**src/sv/rvxs_pkg.sv**
```systemverilog
`timescale 1ns / 1ps
`default_nettype none

package rvxs_pkg;

   localparam int XLEN       = 64;
   localparam int ILEN       = 32;
   localparam int NUM_REGS   = 32;
   localparam int REG_IDX_W  = $clog2(NUM_REGS);
   localparam int HALF_W     = XLEN / 2;

   // Stream payload layout
   localparam int REQ_DATA_W = ILEN + XLEN;               // inst, load_data
   localparam int REQ_USER_W = 3;                         // op
   localparam int RSP_FLD_W  = 3 * XLEN + REG_IDX_W;
   localparam int RSP_DATA_W = ((RSP_FLD_W + 7) / 8) * 8; // byte padded
   localparam int RSP_USER_W = 3;                         // mem_valid, mem_write, wb_valid

   // Stack top placed in x2 at reset
   localparam logic [XLEN-1:0] RAM_BASE  = 64'h0000_0000_8000_0000;
   localparam logic [XLEN-1:0] RAM_SIZE  = 64'h0000_0000_0800_0000;
   localparam logic [XLEN-1:0] STACK_TOP = RAM_BASE + RAM_SIZE;
   localparam logic [REG_IDX_W-1:0] SP_IDX = REG_IDX_W'(2);
   localparam logic [REG_IDX_W-1:0] ZERO_IDX = '0;

   typedef enum logic [2:0] {
      OP_LUI  = 3'd0,
      OP_ADDI = 3'd1,
      OP_LD   = 3'd2,
      OP_SD   = 3'd3,
      OP_ADD  = 3'd4,
      OP_SUB  = 3'd5,
      OP_MUL  = 3'd6,
      OP_LRET = 3'd7
   } rvxs_op_type;

   typedef struct packed {
      logic                 mem_valid;
      logic                 mem_write;
      logic [XLEN-1:0]      mem_addr;
      logic [XLEN-1:0]      store_data;
      logic                 wb_valid;
      logic [REG_IDX_W-1:0] wb_index;
      logic [XLEN-1:0]      wb_value;
   } rvxs_res_type;

   function automatic logic [REG_IDX_W-1:0] inst_rd(input logic [ILEN-1:0] w);
      return w[11:7];
   endfunction

   function automatic logic [REG_IDX_W-1:0] inst_rs1(input logic [ILEN-1:0] w);
      return w[19:15];
   endfunction

   function automatic logic [REG_IDX_W-1:0] inst_rs2(input logic [ILEN-1:0] w);
      return w[24:20];
   endfunction

   function automatic logic [XLEN-1:0] imm_i(input logic [ILEN-1:0] w);
      return {{(XLEN-12){w[31]}}, w[31:20]};
   endfunction

   function automatic logic [XLEN-1:0] imm_s(input logic [ILEN-1:0] w);
      return {{(XLEN-12){w[31]}}, w[31:25], w[11:7]};
   endfunction

   function automatic logic reads_rs1(input rvxs_op_type op);
      return (op != OP_LUI) && (op != OP_LRET);
   endfunction

   function automatic logic reads_rs2(input rvxs_op_type op);
      return (op == OP_SD) || (op == OP_ADD) || (op == OP_SUB) || (op == OP_MUL);
   endfunction

   function automatic logic [XLEN-1:0] rf_reset_value(input logic [REG_IDX_W-1:0] idx);
      return (idx == SP_IDX) ? STACK_TOP : '0;
   endfunction

endpackage

`default_nettype wire

```
**src/sv/rvxs_regfile.sv**
```systemverilog
`timescale 1ns / 1ps
`default_nettype none

module rvxs_regfile (
   input  logic                           clock,
   input  logic                           reset,
   input  logic [rvxs_pkg::REG_IDX_W-1:0] rd_addr_a,
   input  logic [rvxs_pkg::REG_IDX_W-1:0] rd_addr_b,
   input  logic                           wr_en,
   input  logic [rvxs_pkg::REG_IDX_W-1:0] wr_addr,
   input  logic [rvxs_pkg::XLEN-1:0]      wr_data,
   output logic [rvxs_pkg::XLEN-1:0]      rd_data_a,
   output logic [rvxs_pkg::XLEN-1:0]      rd_data_b
);
   import rvxs_pkg::*;

   logic [XLEN-1:0]      mem_ff [NUM_REGS];
   logic [NUM_REGS-1:0]  written_ff;
   logic [XLEN-1:0]      data_a_ff, data_b_ff;
   logic                 vld_a_ff, vld_b_ff;
   logic [REG_IDX_W-1:0] idx_a_ff, idx_b_ff;

   // Written flags: an entry never written reads as its reset value
   always_ff @(posedge clock) begin
      if (reset) begin
         written_ff <= '0;
      end else if (wr_en) begin
         written_ff[wr_addr] <= 1'b1;
      end
   end

   // Two registered read ports, one write port; read returns old data on collision
   always_ff @(posedge clock) begin
      if (wr_en) begin
         mem_ff[wr_addr] <= wr_data;
      end
      data_a_ff <= mem_ff[rd_addr_a];
      data_b_ff <= mem_ff[rd_addr_b];
      vld_a_ff  <= written_ff[rd_addr_a];
      vld_b_ff  <= written_ff[rd_addr_b];
      idx_a_ff  <= rd_addr_a;
      idx_b_ff  <= rd_addr_b;
   end

   assign rd_data_a = vld_a_ff ? data_a_ff : rf_reset_value(idx_a_ff);
   assign rd_data_b = vld_b_ff ? data_b_ff : rf_reset_value(idx_b_ff);

endmodule

`default_nettype wire

```
**config.mk**
```make
export PLATFORM = sky130hd
export DESIGN_NAME = rvxs_regfile
export DESIGN_NICKNAME = d
export VERILOG_FILES = /design/src/sv/rvxs_pkg.sv /design/src/sv/rvxs_regfile.sv
export SDC_FILE = /design/constraint.sdc
export NUM_CORES = 2
export LEC_CHECK = 0
export BUFFER_PORTS_ARGS = -buffer_cell sky130_fd_sc_hd__buf_2
export CORE_MARGIN = 1.5
export CORE_UTILIZATION = 51
export DETAILED_ROUTE_END_ITERATION = 7
export PLACE_DENSITY = 0.67
export SKIP_CTS_REPAIR_TIMING = 1
export SLEW_MARGIN = 10
export SYNTH_ARGS = -nofsm -noshare
export SYNTH_HDL_FRONTEND = slang
export SYNTH_SLANG_ARGS = --single-unit
```
**constraint.sdc**
```tcl
create_clock -name clock -period 6 [get_ports clock]
set_clock_uncertainty 0.2 [all_clocks]
set_input_delay 0.9 -clock clock [delete_from_list [all_inputs] [get_ports clock]]
set_output_delay 0.9 -clock clock [all_outputs]
set_load 0.03 [all_outputs]
```
==> flow_metrics.tcl <==
set metrics [dict create \
    dp_hpwl_mm 174 \
    clock_path_buffers 3 \
    nFillCells 14100 \
    drt-initial-drc-count 8569 \
    initial_utilization_pct 51.4 \
    gp_congestion 0.848 \
    cts_inserted_buffers 221 \
    synth_seq_cells 2220 \
    drive_gt1_share_pct 31.1 \
    synth.top_cell.area_share_pct 62.8 \
    ys.flop_type "edfxtp_1" \
    vias 56900 \
    fmax_mhz 250 \
    end_kind "output pin" \
    overflow 0 \
    hold_viol 0 \
    crit_arrival_ns 2.89 \
    irDropWorstVdd_uv 255 \
    cts_root_buffer "clkbuf_16" \
    rsz0062_at_grt "no" \
    fin_area_mm2 0.109 \
    min_path_type "in -> reg" \
    place_area_mm2 0.102 \
    dp.cells 7490 \
    total_power_w 0.0340 \
    layout_commonest_cell "edfxtp_1" \
    hold_path_end "idx_b_ff[4]$_DFF_P_" \
    vias_per_cell 7.19 \
    fin_cells 7918 \
    whs_path_depth 1 \
    critPathRequiredTime_ns 4.90 \
    hold_slack_ns 0.191 \
    tns_ns 0 \
    areaGrowthSynthToFinish_pct 11.5 \
    synth_seq_area_share_pct 66.3 \
    fin_crit_sh_pct 66.6 \
    portBuffers 209 \
    multi_input_area_mm2 0.0310 \
    finalMaxSlewViolations 0 \
    num_io_pins 210 \
    p_leak_nw 35.0 \
    rows 160 \
    grt_use_total_pct 31.8 \
    wirelength_mm 309 \
    reg2reg_depth 5 \
    drv_cap 0 \
    wl_per_cell_um 39.0 \
    start_kind "flop" \
    cts_tree "done" \
    worst_pin_slew_ns 1.33 \
    coreArea_mm2 0.191 \
    cellPowerDensity_mw_per_mm2 311 \
    nets 5284 \
    critical_path_class "reg -> out" \
    path_clk_slew_ns 0.06 \
    dr.pass1.iters 6 \
    rrSetupSlack_ns 3.88 \
    fin_crit_ns 3.99 \
    grt_antenna_before_repair 32 \
    crit-reg2reg-launch "mem_ff[13][63]$_DFFE_PP_" \
    postSynthNetCount 5058 \
    rr_endpoint "data_b_ff[63]$_DFF_P_" \
    grt_pass1_vias 56800 \
    hold_path.startpoint "rd_addr_b[4]" \
    die-area_mm2 0.195 \
    synthesis.area_mm2 0.0980 \
    netlist_instances 4976 \
    register_area_mm2 0.0649 \
    crit_path_max_fanout 35 \
    final_cell_mix "2048 x edfxtp_1, 873 x mux4_2, 314 x o22ai_1" \
    yosysWarnings 0 \
    ys_top_cells_by_area "edfxtp_1 63%, mux4_2 20%, dfxtp_1 3.5%" \
    die_h_um 441 \
    grt_max_degree 129 \
    synthDistinctLibCells 47 \
    synth-edff-count 2048 \
    async_flop_share_pct 0 \
    setup_violations 0 \
    relSlewSlack_pct 11.4 \
    post-synth-top-area-cell "edfxtp_1" \
    clock_sinks 2220 \
    grt_pass1_wl_mm 432 \
    die_w_um 441 \
    status "finished clean" \
    synth.avg_cell_area_um2 19.7 \
    drtAntennaViolNets 0 \
    htreeDepth 4 \
    clock_latency_ns 0.89 \
    drc 0 \
]
state kept, by name (all words and copies together) (netlist names):
register and cells:
data_a_ff 64, data_b_ff 64, idx_a_ff 5, idx_b_ff 5, mem_ff 2048, vld_a_ff 1
vld_b_ff 1, written_ff 32
cell type report:
type	count	area share [%]
Tap cell	2511	2.88
Timing Repair Buffer	382	2.69
Clock inverter	118	1.12
Inverter	1	0.00344
Clock buffer	299	5.46
Multi-Input combinational cell	2376	28.4
Antenna cell	11	0.0252
Sequential cell	2220	59.4
power breakdown:
| part | total (W) | internal [W] | switching (W) |
|---|---|---|---|
| sequential | 0.0174 | 0.0172 | 0.000211 |
| combinational | 0.00273 | 0.00104 | 0.00170 |
| clock | 0.0139 | 0.00787 | 0.00600 |
| total | 0.0340 | 0.0261 | 0.00791 |
cells by family (layout without fill, tap and decap cells):
| kind of cell | count (synthesis) | count (layout) | synth area share [%] |
|---|---|---|---|
| AO/OA/AOI/OAI | 620 | 620 | 4.31 |
| AND/OR/NAND/NOR | 549 | 549 | 3.16 |
| multiplexers | 1207 | 1207 | 23.8 |
| flip-flops | 2220 | 2220 | 66.3 |
| buffers and inverters | 380 | 800 | 2.47 |
| other | 0 | 11 | 0 |
worst max-delay path, stage by stage (launching register included):
cell,delay (ns)
dfxtp_4,0.69
buf_4,0.70
nand2_1,0.15
nand2_1,0.20
buf_2,0.23
per-layer routing:
layer / vias up / GRT usage [%] / routed length (um) / share of wire, %
li1: 22000 / - / - / -
met3: 727 / 6.61 / 34900 / 11
met2: 4023 / 50.0 / 147000 / 47
met1: 30200 / 43.7 / 113000 / 37
met4: 14 / 13.6 / 14500 / 4.7
met5: - / 0 / 83 / 0.027
stage by stage:
stage | util, % | setup WS (ns)
2_1_floorplan | - | 1.05
3_3_place_gp | 53.5 | 1.96
3_5_place_dp | 53.5 | 1.95
4_1_cts | 57.3 | 1.92
5_1_grt | 57.3 | 1.90
6_report | 57.3 | 2.01
how the worst max path moves through the flow:
stage | startpoint | endpoint | cells after the start
after global placement | rd_addr_a[0] | data_a_ff[56]$_DFF_P_ | 7
after global routing | vld_b_ff$_DFF_P_ | rd_data_b[31] | 5
after detailed placement | rd_addr_a[0] | data_a_ff[56]$_DFF_P_ | 7
final | vld_b_ff$_DFF_P_ | rd_data_b[27] | 4
after CTS | vld_b_ff$_DFF_P_ | rd_data_b[31] | 5
after floorplan | wr_addr[0] | mem_ff[12][0]$_DFFE_PP_ | 3
Yosys cell counts, types with 5 or more instances:
cell	instances
nand2b_1	9
nand2_1	37
edfxtp_1	2048
nand4_1	29
nor3_1	8
or2_2	6
mux4_2	873
nor2b_1	41
a221oi_1	5
mux4_1	17
o22a_1	7
o221ai_1	9
mux2i_1	299
buf_6	62
nor2_1	136
nand3_1	41
nand3b_1	5
clkbuf_1	97
nor4_2	21
a211oi_1	38
buf_12	6
buf_1	12
a21oi_1	33
a2111oi_0	12
buf_4	66
and2_1	132
a22oi_1	193
buf_2	133
mux2_2	18
o22ai_1	314
nor4_1	70
dfxtp_1	172
(Power assumes the default switching activity.)
